$ cat src/rtl/ols_pkg.sv
// ols_pkg: shared types and codes for the ordered list store.
// Used by the front end, the list engine and the top level.
`timescale 1ns / 1ps
package ols_pkg;

  localparam int unsigned KindW   = 3;
  localparam int unsigned DataW   = 32;
  localparam int unsigned StatusW = 2;
  localparam int unsigned LenW    = 6;
  localparam int unsigned MaxDump = 32;

  typedef enum logic [KindW-1:0] {
    KIND_APPEND = 3'd0,
    KIND_DELVAL = 3'd1,
    KIND_DELMIN = 3'd2,
    KIND_CLEAR  = 3'd3,
    KIND_DUMP   = 3'd4
  } kind_e;

  typedef enum logic [StatusW-1:0] {
    ST_DONE     = 2'd0,
    ST_NOTFOUND = 2'd1,
    ST_FULL     = 2'd2
  } status_e;

  // Classified operation handed from the front end to the engine
  typedef enum logic [2:0] {
    OP_APPEND,
    OP_DELVAL,
    OP_DELMIN,
    OP_CLEAR,
    OP_DUMP,
    OP_NOP
  } op_e;

  typedef struct packed {
    op_e               op;
    logic [DataW-1:0]  value;
  } cmd_t;

  typedef enum logic [2:0] {
    S_IDLE,
    S_SEARCH,
    S_SHIFT,
    S_DUMP,
    S_RESULT
  } eng_state_e;

endpackage

$ cat src/rtl/ordered_list_store.sv
// ordered_list_store: top level joining the command front end and the list engine.
// Depends on ols_pkg, ols_front and ols_engine.
`timescale 1ns / 1ps
// An ordered list of up to DEPTH signed 32-bit values in insertion order.
// Append, clear and unused kinds go straight to the result. Delete-value and
// delete-smallest read the list memory once per entry searched (one read port),
// then shift later entries down one slot per cycle. A dump reads each entry
// before emitting it, waits while the output is stalled, and emits at most 32.
// Up to two commands queue ahead of the engine. No clearing pass after reset.
module ordered_list_store import ols_pkg::*; #(
  parameter int unsigned DEPTH = 32
) (
  input  logic               clk_i,
  input  logic               rst_ni,
  input  logic               in_valid_i,
  output logic               in_stall_o,
  input  logic [KindW-1:0]   kind_i,
  input  logic [DataW-1:0]   value_i,
  output logic               out_valid_o,
  input  logic               out_stall_i,
  output logic [StatusW-1:0] status_o,
  output logic [DataW-1:0]   entry_o,
  output logic [LenW-1:0]    length_o,
  output logic               last_o
);

  logic cmd_valid, cmd_take;
  cmd_t cmd;

  ols_front u_front (
    .clk_i, .rst_ni, .in_valid_i, .in_stall_o, .kind_i, .value_i,
    .cmd_valid_o(cmd_valid), .cmd_take_i(cmd_take), .cmd_o(cmd)
  );

  ols_engine #(.DEPTH(DEPTH)) u_engine (
    .clk_i, .rst_ni, .cmd_valid_i(cmd_valid), .cmd_take_o(cmd_take), .cmd_i(cmd),
    .out_valid_o, .out_stall_i, .status_o, .entry_o, .length_o, .last_o
  );

`ifndef SYNTHESIS
  a_take_needs_valid: assert property (@(posedge clk_i) disable iff (!rst_ni)
    cmd_take |-> cmd_valid) else $error("command taken from empty queue");
  a_out_hold: assert property (@(posedge clk_i) disable iff (!rst_ni)
    out_valid_o && out_stall_i |=> out_valid_o && $stable(entry_o) && $stable(last_o))
    else $error("stalled result changed");
  a_len_bound: assert property (@(posedge clk_i) disable iff (!rst_ni)
    DEPTH < 64 |-> length_o <= LenW'(DEPTH)) else $error("length beyond depth");
`endif

endmodule

$ cat src/rtl/ols_front.sv
// ols_front: accepts input items, decodes the kind and queues commands.
// Depends on ols_pkg.
`timescale 1ns / 1ps
module ols_front import ols_pkg::*; (
  input  logic             clk_i,
  input  logic             rst_ni,
  input  logic             in_valid_i,
  output logic             in_stall_o,
  input  logic [KindW-1:0] kind_i,
  input  logic [DataW-1:0] value_i,
  output logic             cmd_valid_o,
  input  logic             cmd_take_i,
  output cmd_t             cmd_o
);

  // Two-entry command queue
  cmd_t       fifo_q [2];
  logic       wr_ptr_q, rd_ptr_q;
  logic [1:0] cnt_q;
  logic       push, pop;
  cmd_t       cmd_new;

  // Classify the kind
  always_comb begin
    cmd_new.value = value_i;
    unique case (kind_i)
      KIND_APPEND: cmd_new.op = OP_APPEND;
      KIND_DELVAL: cmd_new.op = OP_DELVAL;
      KIND_DELMIN: cmd_new.op = OP_DELMIN;
      KIND_CLEAR:  cmd_new.op = OP_CLEAR;
      KIND_DUMP:   cmd_new.op = OP_DUMP;
      default:     cmd_new.op = OP_NOP;
    endcase
  end

  assign in_stall_o  = (cnt_q == 2'd2);
  assign push        = in_valid_i && !in_stall_o;
  assign cmd_valid_o = (cnt_q != 2'd0);
  assign pop         = cmd_valid_o && cmd_take_i;
  assign cmd_o       = fifo_q[rd_ptr_q];

  // Store pushed commands
  always_ff @(posedge clk_i) begin
    if (push) fifo_q[wr_ptr_q] <= cmd_new;
  end

  // Advance pointers and count
  always_ff @(posedge clk_i or negedge rst_ni) begin
    if (!rst_ni) begin
      wr_ptr_q <= 1'b0;
      rd_ptr_q <= 1'b0;
      cnt_q    <= 2'd0;
    end else begin
      if (push) wr_ptr_q <= ~wr_ptr_q;
      if (pop)  rd_ptr_q <= ~rd_ptr_q;
      cnt_q <= cnt_q + {1'b0, push} - {1'b0, pop};
    end
  end

endmodule

$ cat src/rtl/ols_engine.sv
// ols_engine: holds the list memory and carries out one command at a time.
// Depends on ols_pkg.
`timescale 1ns / 1ps
module ols_engine import ols_pkg::*; #(
  parameter int unsigned DEPTH = 32
) (
  input  logic               clk_i,
  input  logic               rst_ni,
  input  logic               cmd_valid_i,
  output logic               cmd_take_o,
  input  cmd_t               cmd_i,
  output logic               out_valid_o,
  input  logic               out_stall_i,
  output logic [StatusW-1:0] status_o,
  output logic [DataW-1:0]   entry_o,
  output logic [LenW-1:0]    length_o,
  output logic               last_o
);

  localparam int unsigned AW = (DEPTH > 1) ? $clog2(DEPTH) : 1;
  localparam int unsigned CW = $clog2(DEPTH + 1);
  localparam logic [CW-1:0] DepthC = CW'(DEPTH);
  localparam logic [CW-1:0] DumpMaxC = (DEPTH > MaxDump) ? CW'(MaxDump) : CW'(DEPTH);

  logic [DataW-1:0] mem [DEPTH];

  eng_state_e state_q, state_d;
  cmd_t       cmd_q;
  logic [CW-1:0] occ_q, occ_d;
  logic [CW-1:0] idx_q, idx_d;       // read address of the issued read
  logic [CW-1:0] pos_q, pos_d;       // position being compared or written
  logic          rd_vld_q, rd_vld_d; // read data valid next cycle
  logic [DataW-1:0] rdata_q;
  logic [CW-1:0] best_q, best_d;
  logic [DataW-1:0] bestv_q, bestv_d;
  logic          found_q, found_d;
  logic [CW-1:0] dump_n_q, dump_n_d;

  // Output register
  logic               ovld_q, ovld_d;
  logic [StatusW-1:0] ost_q, ost_d;
  logic [DataW-1:0]   oent_q, oent_d;
  logic               olast_q, olast_d;

  logic             mem_we;
  logic [AW-1:0]    mem_wa;
  logic [DataW-1:0] mem_wd;
  logic             out_free;

  assign out_free = !ovld_q || !out_stall_i;

  // Memory: one write and one registered read a cycle
  always_ff @(posedge clk_i) begin
    if (mem_we) mem[mem_wa] <= mem_wd;
    rdata_q <= mem[idx_q[AW-1:0]];
  end

  // Next state
  always_comb begin
    state_d = state_q;
    unique case (state_q)
      S_IDLE: begin
        if (cmd_valid_i) begin
          unique case (cmd_i.op)
            OP_DELVAL, OP_DELMIN: state_d = (occ_q == '0) ? S_RESULT : S_SEARCH;
            OP_DUMP:              state_d = (occ_q == '0) ? S_RESULT : S_DUMP;
            default:              state_d = S_RESULT;
          endcase
        end
      end
      S_SEARCH: if (rd_vld_q && pos_q + 1'b1 >= occ_q) begin
        if (cmd_q.op == OP_DELMIN || found_d) state_d = S_SHIFT;
        else state_d = S_RESULT;
      end else if (cmd_q.op == OP_DELVAL && found_d) begin
        state_d = S_SHIFT;
      end
      S_SHIFT: if (pos_q + 1'b1 >= occ_q || (rd_vld_q && pos_q + 2'd2 >= occ_q))
        state_d = S_RESULT;
      S_DUMP: if (out_free && rd_vld_q && pos_q + 1'b1 >= dump_n_q) state_d = S_IDLE;
      S_RESULT: if (out_free) state_d = S_IDLE;
      default: state_d = S_IDLE;
    endcase
  end

  // Datapath and outputs
  always_comb begin
    occ_d = occ_q; idx_d = idx_q; pos_d = pos_q; rd_vld_d = 1'b0;
    best_d = best_q; bestv_d = bestv_q; found_d = found_q; dump_n_d = dump_n_q;
    mem_we = 1'b0; mem_wa = pos_q[AW-1:0]; mem_wd = rdata_q;
    ovld_d = ovld_q && out_stall_i; ost_d = ost_q; oent_d = oent_q; olast_d = olast_q;
    cmd_take_o = 1'b0;
    unique case (state_q)
      S_IDLE: begin
        // First read of the list is issued in the next state
        cmd_take_o = cmd_valid_i;
        idx_d = '0; pos_d = '0; found_d = 1'b0; best_d = '0;
        dump_n_d = (occ_q > DumpMaxC) ? DumpMaxC : occ_q;
      end
      S_SEARCH: begin
        // One compare per cycle against registered read data
        if (rd_vld_q) begin
          if (cmd_q.op == OP_DELVAL) begin
            if (rdata_q == cmd_q.value) begin
              found_d = 1'b1; best_d = pos_q; bestv_d = rdata_q;
            end
          end else if (pos_q == '0 || $signed(rdata_q) < $signed(bestv_q)) begin
            best_d = pos_q; bestv_d = rdata_q; found_d = 1'b1;
          end
          pos_d = pos_q + 1'b1;
        end
        idx_d = idx_q + 1'b1;
        rd_vld_d = 1'b1;
        if (state_d == S_SHIFT) begin
          // Begin closing the gap at the removed slot
          pos_d = best_d; idx_d = best_d + 1'b1; rd_vld_d = 1'b0;
        end
      end
      S_SHIFT: begin
        // Move each later entry down by one slot
        idx_d = idx_q + 1'b1;
        rd_vld_d = 1'b1;
        if (rd_vld_q) begin
          mem_we = 1'b1; pos_d = pos_q + 1'b1;
        end
      end
      S_DUMP: begin
        if (out_free) begin
          if (rd_vld_q) begin
            ovld_d = 1'b1; ost_d = ST_DONE; oent_d = rdata_q;
            olast_d = (pos_q + 1'b1 >= dump_n_q);
            pos_d = pos_q + 1'b1;
            idx_d = idx_q + 1'b1;
            rd_vld_d = 1'b0;
          end else begin
            rd_vld_d = 1'b1;
          end
        end
      end
      S_RESULT: begin
        if (out_free) begin
          ovld_d = 1'b1; olast_d = 1'b1; oent_d = '0; ost_d = ST_DONE;
          unique case (cmd_q.op)
            OP_APPEND: if (occ_q >= DepthC) ost_d = ST_FULL;
                       else begin
                         mem_we = 1'b1; mem_wa = occ_q[AW-1:0]; mem_wd = cmd_q.value;
                         occ_d = occ_q + 1'b1;
                       end
            OP_DELVAL, OP_DELMIN: if (found_q && occ_q != '0) begin
                         oent_d = bestv_q; occ_d = occ_q - 1'b1;
                       end else ost_d = ST_NOTFOUND;
            OP_CLEAR:  occ_d = '0;
            OP_DUMP:   ost_d = ST_NOTFOUND;
            default:   ;
          endcase
        end
      end
      default: ;
    endcase
  end

  // Registers
  always_ff @(posedge clk_i or negedge rst_ni) begin
    if (!rst_ni) begin
      state_q <= S_IDLE; occ_q <= '0; ovld_q <= 1'b0; rd_vld_q <= 1'b0;
    end else begin
      state_q <= state_d; occ_q <= occ_d; ovld_q <= ovld_d; rd_vld_q <= rd_vld_d;
    end
  end

  always_ff @(posedge clk_i) begin
    if (cmd_take_o) cmd_q <= cmd_i;
    idx_q <= idx_d; pos_q <= pos_d; best_q <= best_d; bestv_q <= bestv_d;
    found_q <= found_d; dump_n_q <= dump_n_d;
    ost_q <= ost_d; oent_q <= oent_d; olast_q <= olast_d;
  end

  assign out_valid_o = ovld_q;
  assign status_o    = ost_q;
  assign entry_o     = oent_q;
  assign length_o    = LenW'(occ_q);
  assign last_o      = olast_q;

endmodule

$ cat config.mk
export PLATFORM = sky130hd
export DESIGN_NAME = ordered_list_store
export DESIGN_NICKNAME = d
export VERILOG_FILES = /design/src/rtl/ols_pkg.sv /design/src/rtl/ordered_list_store.sv /design/src/rtl/ols_front.sv /design/src/rtl/ols_engine.sv
export SDC_FILE = /design/constraint.sdc
export NUM_CORES = 1
export LEC_CHECK = 0
export BUFFER_PORTS_ARGS = -buffer_cell sky130_fd_sc_hd__buf_4
export CAP_MARGIN = 20
export CORE_UTILIZATION = 45
export CTS_CLUSTER_DIAMETER = 50
export DETAILED_ROUTE_END_ITERATION = 8
export GPL_ROUTABILITY_DRIVEN = 0
export SETUP_SLACK_MARGIN = 0.3
export SLEW_MARGIN = 15
export SYNTH_ARGS = -nofsm -noshare
export SYNTH_HDL_FRONTEND = slang
export SYNTH_SLANG_ARGS = --single-unit
export TNS_END_PERCENT = 50
$ cat constraint.sdc
create_clock -name clk_i -period 7.2 [get_ports clk_i]
set_clock_uncertainty 0.1 [all_clocks]
set_input_delay 0.72 -clock clk_i [delete_from_list [all_inputs] [get_ports clk_i]]
set_output_delay 0.72 -clock clk_i [all_outputs]
set_load 0.01 [all_outputs]
==> results_dict.tcl <==
set metrics [dict create \
    synth-xor-area-share 0.0105 \
    setup_viol 0 \
    crit_chain "ha_1 -> nand2_1 -> xnor2_1 -> ha_1 -> o21a_1 -> o211ai_1 -> o21ai_0 -> nand2_1 -> or4_1 -> o2111ai_1 -> a21oi_1 -> or3_1" \
    ys_seq_elements 1267 \
    ant_nets 0 \
    drc_errors 0 \
    cts_tree "yes" \
    viasPerCell 5.86 \
    yosysUniqueCellTypes 59 \
    firstDrtPassIters 5 \
    synth-compound-area-share 0.0197 \
    area_growth_pct 14.6 \
    clock_sinks 1267 \
    core_sq_um 109000 \
    setup_tns_ns 0 \
    cap_violations 0 \
    grt_max_degree 150 \
    synthSimpleGateAreaFrac 0.0181 \
    hp-class "input pin to flop" \
    syn_avg_cell_area_sq_um 21.6 \
    fmax_ghz 0.217 \
    hpwl_um 69900 \
    start_util 0.456 \
    grt_overflow 0 \
    critPathRequiredTime_ns 7.56 \
    power_frac_clock 0.290 \
    worstSkewPairLatency_ns 0.73 \
    cts_root_buf "clkbuf_16" \
    antenna_found_initial 3 \
    swShare 0.307 \
    endpoint_kind "flop" \
    die_area_sq_um 112000 \
    power_density_nw_per_um2 418 \
    switchingPower_uw 7350 \
    crit_fanout 12 \
    critical_path.slowest_cell "o2111ai_1" \
    synth-async-reset-ratio 0.0118 \
    ys_seq_area_frac 0.755 \
    cts_setup_buffers 0 \
    synth_fp_nets 2404 \
    r2r_setup_slack_ns 2.59 \
    slowest_delay_ns 0.88 \
    synth_area_leaders "edfxtp_1, mux4_2, mux2_2" \
    clockBufferDepth 3 \
    cts.htree.levels 4 \
    ys.warnings.count 0 \
    track_usage 0.216 \
    power_frac_seq 0.432 \
    yosysTopAreaCell "edfxtp_1" \
    synth_area_sq_um 49900 \
    max_slew_margin 0.205 \
    start_kind "flop" \
    min_period_ns 4.61 \
    die_w_um 335 \
    syn-instance-count 2304 \
    synth_top_family_by_area "multiplexers" \
    leakage_uw 0.0182 \
    hold_viol_final 0 \
    final_net_count 2566 \
    dp_slack_ns 2.70 \
    status "complete, no violations" \
    yosys.area.top_type_share 0.734 \
    grt_pass1_wl_um 172000 \
    drt_iter0_drc 2415 \
    ys.flop_type "edfxtp_1" \
    row_count 121 \
    cts_resized 0 \
    critical_path_class "flop to flop" \
    ir_drop_mv 0.338 \
    combPwrFrac 0.278 \
    synth_mux_area_frac 0.168 \
    arrival_ns 4.97 \
    synth-edff-count 1219 \
    die-height_um 335 \
    path_clk_slew_ns 0.06 \
    cts_inserted_buffers 136 \
    slew_viol_final 0 \
    fin_ws_ns 2.59 \
    synth_fa_ha_area_frac 0.0155 \
    wl_per_cell_um 29.3 \
    port-buffer-count 81 \
    drt-total-wl_um 119000 \
    io_pins 82 \
    p_int_uw 16600 \
    fillers 8557 \
    grt_pass1_vias 24269 \
    drive_gt1_frac 0.312 \
    grt_setup_unrepaired "no" \
    period_share 0.640 \
    vias 23787 \
    postCtsHoldBufs 1 \
    tightest_slew_ns 1.19 \
]
-- cell usage in the layout, fill, tap and decap left out, drive strengths merged, types with 12 or more instances in the layout --
cell / instances
nand3: 13
a22o: 36
nand2b: 12
ha: 60
clkbuf: 181
nand2: 39
buf: 132
edfxtp: 1219
o21ai: 15
a21oi: 31
inv: 68
nor2: 63
xnor2: 17
nand4: 12
dfrtp: 15
dfxtp: 33
nor3: 12
mux2: 99
xor2: 43
mux4: 320
clkinv: 48
-- layout make-up --
class                      count  area [sq um]  share of cell area
tap                         1476          1850              0.0323
inverter                      60           225             0.00394
clock inverter                71           686              0.0120
timing repair buffer         133          1140              0.0199
antenna                        1          2.50           0.0000438
clock buffer                 181          3790              0.0663
sequential                  1267         37600               0.659
multi-input combinational    868         11800               0.207
-- path summary, 6_finish.rpt --
kind                                   start  depth (start not counted)               endpoint
setup / recovery           u_engine.pos_q[2]                         12      u_engine.pos_q[4]
hold / removal                   value_i[16]                          1  u_front.fifo_q[0][16]
setup reg to reg           u_engine.pos_q[2]                         12      u_engine.pos_q[4]
hold reg to reg             u_front.cnt_q[1]                          1       u_front.cnt_q[1]
max in group asynchronous             rst_ni                          2       u_front.rd_ptr_q
min in group asynchronous             rst_ni                          2   u_engine.length_o[4]
-- cell families (layout without fill, tap and decap cells) --
family                   count (synthesis)  in the layout
other                                    0              1
AO/OA/AOI/OAI                          135            135
multiplexers                           424            424
AND/OR/NAND/NOR                        188            188
XOR/XNOR                                60             60
buffers and inverters                  169            445
adder cells (fa/ha/maj)                 61             61
flip-flops                            1267           1267
-- Yosys cell counts, drive strengths merged (17+ instances only) --
cell type  count
a21oi         31
mux4         320
a22o          36
ha            60
nand2         39
xor2          43
clkbuf        67
buf           42
mux2          99
xnor2         17
dfxtp         33
edfxtp      1219
nor2          63
inv           60
-- metal layers --
layer,global-route usage,vias to the layer above,part of all wire
met1,0.309,12808,0.43
met3,0.0373,182,0.063
met2,0.338,856,0.48
met5,0,-,0.00011
met4,0.0699,2,0.028
li1,-,9939,-
-- power by group through the flow --
stage	Sequential (uW)	Clock, uW	Combinational (uW)
floorplan	10200	0	4400
global placement	10400	0	6600
detailed placement	10500	0	6700
CTS	10300	7070	6730
global route	10400	7330	7100
finish	10300	6940	6650
-- sequential cells by signal, indices dropped and copies added (netlist names) --
name                  flops
u_engine.mem           1024
u_front.fifo_q           70
u_engine.cmd_q           35
u_engine.bestv_q         32
u_engine.entry_o         32
u_engine.rdata_q         32
u_engine.best_q           6
u_engine.dump_n_q         6
u_engine.length_o         6
u_engine.pos_q            6
u_engine.idx_q            5
u_engine.state_q          3
u_engine.status_o         2
u_front.cnt_q             2
u_engine.found_q          1
u_engine.last_o           1
u_engine.out_valid_o      1
u_engine.rd_vld_q         1
u_front.rd_ptr_q          1
u_front.wr_ptr_q          1
-- worst max-delay path: cells and delay by family (launching register included) --
family,cells,cell delay (ns)
AOI/OAI and AO/OA,5,1.68
DFF,1,0.64
xor gates and xnor gates,1,0.18
adders and majority gates,2,0.70
and+or+nand+nor,4,1.04
-- metrics by stage --
stage | hold WS (ns) | util | area, sq um | instances | power, uW
after floorplan | 0.324 | - | 49900 | 2304 | 14600
after global placement | 0.386 | 0.481 | 52500 | 3796 | 17000
after detailed placement | 0.411 | 0.481 | 52600 | 3800 | 17200
after CTS | 0.0328 | 0.522 | 57100 | 4053 | 24100
after global routing | 0.0553 | 0.523 | 57200 | 4056 | 24800
final | 0.0730 | 0.523 | 57200 | 4057 | 23900
(Power assumes the default switching activity.)
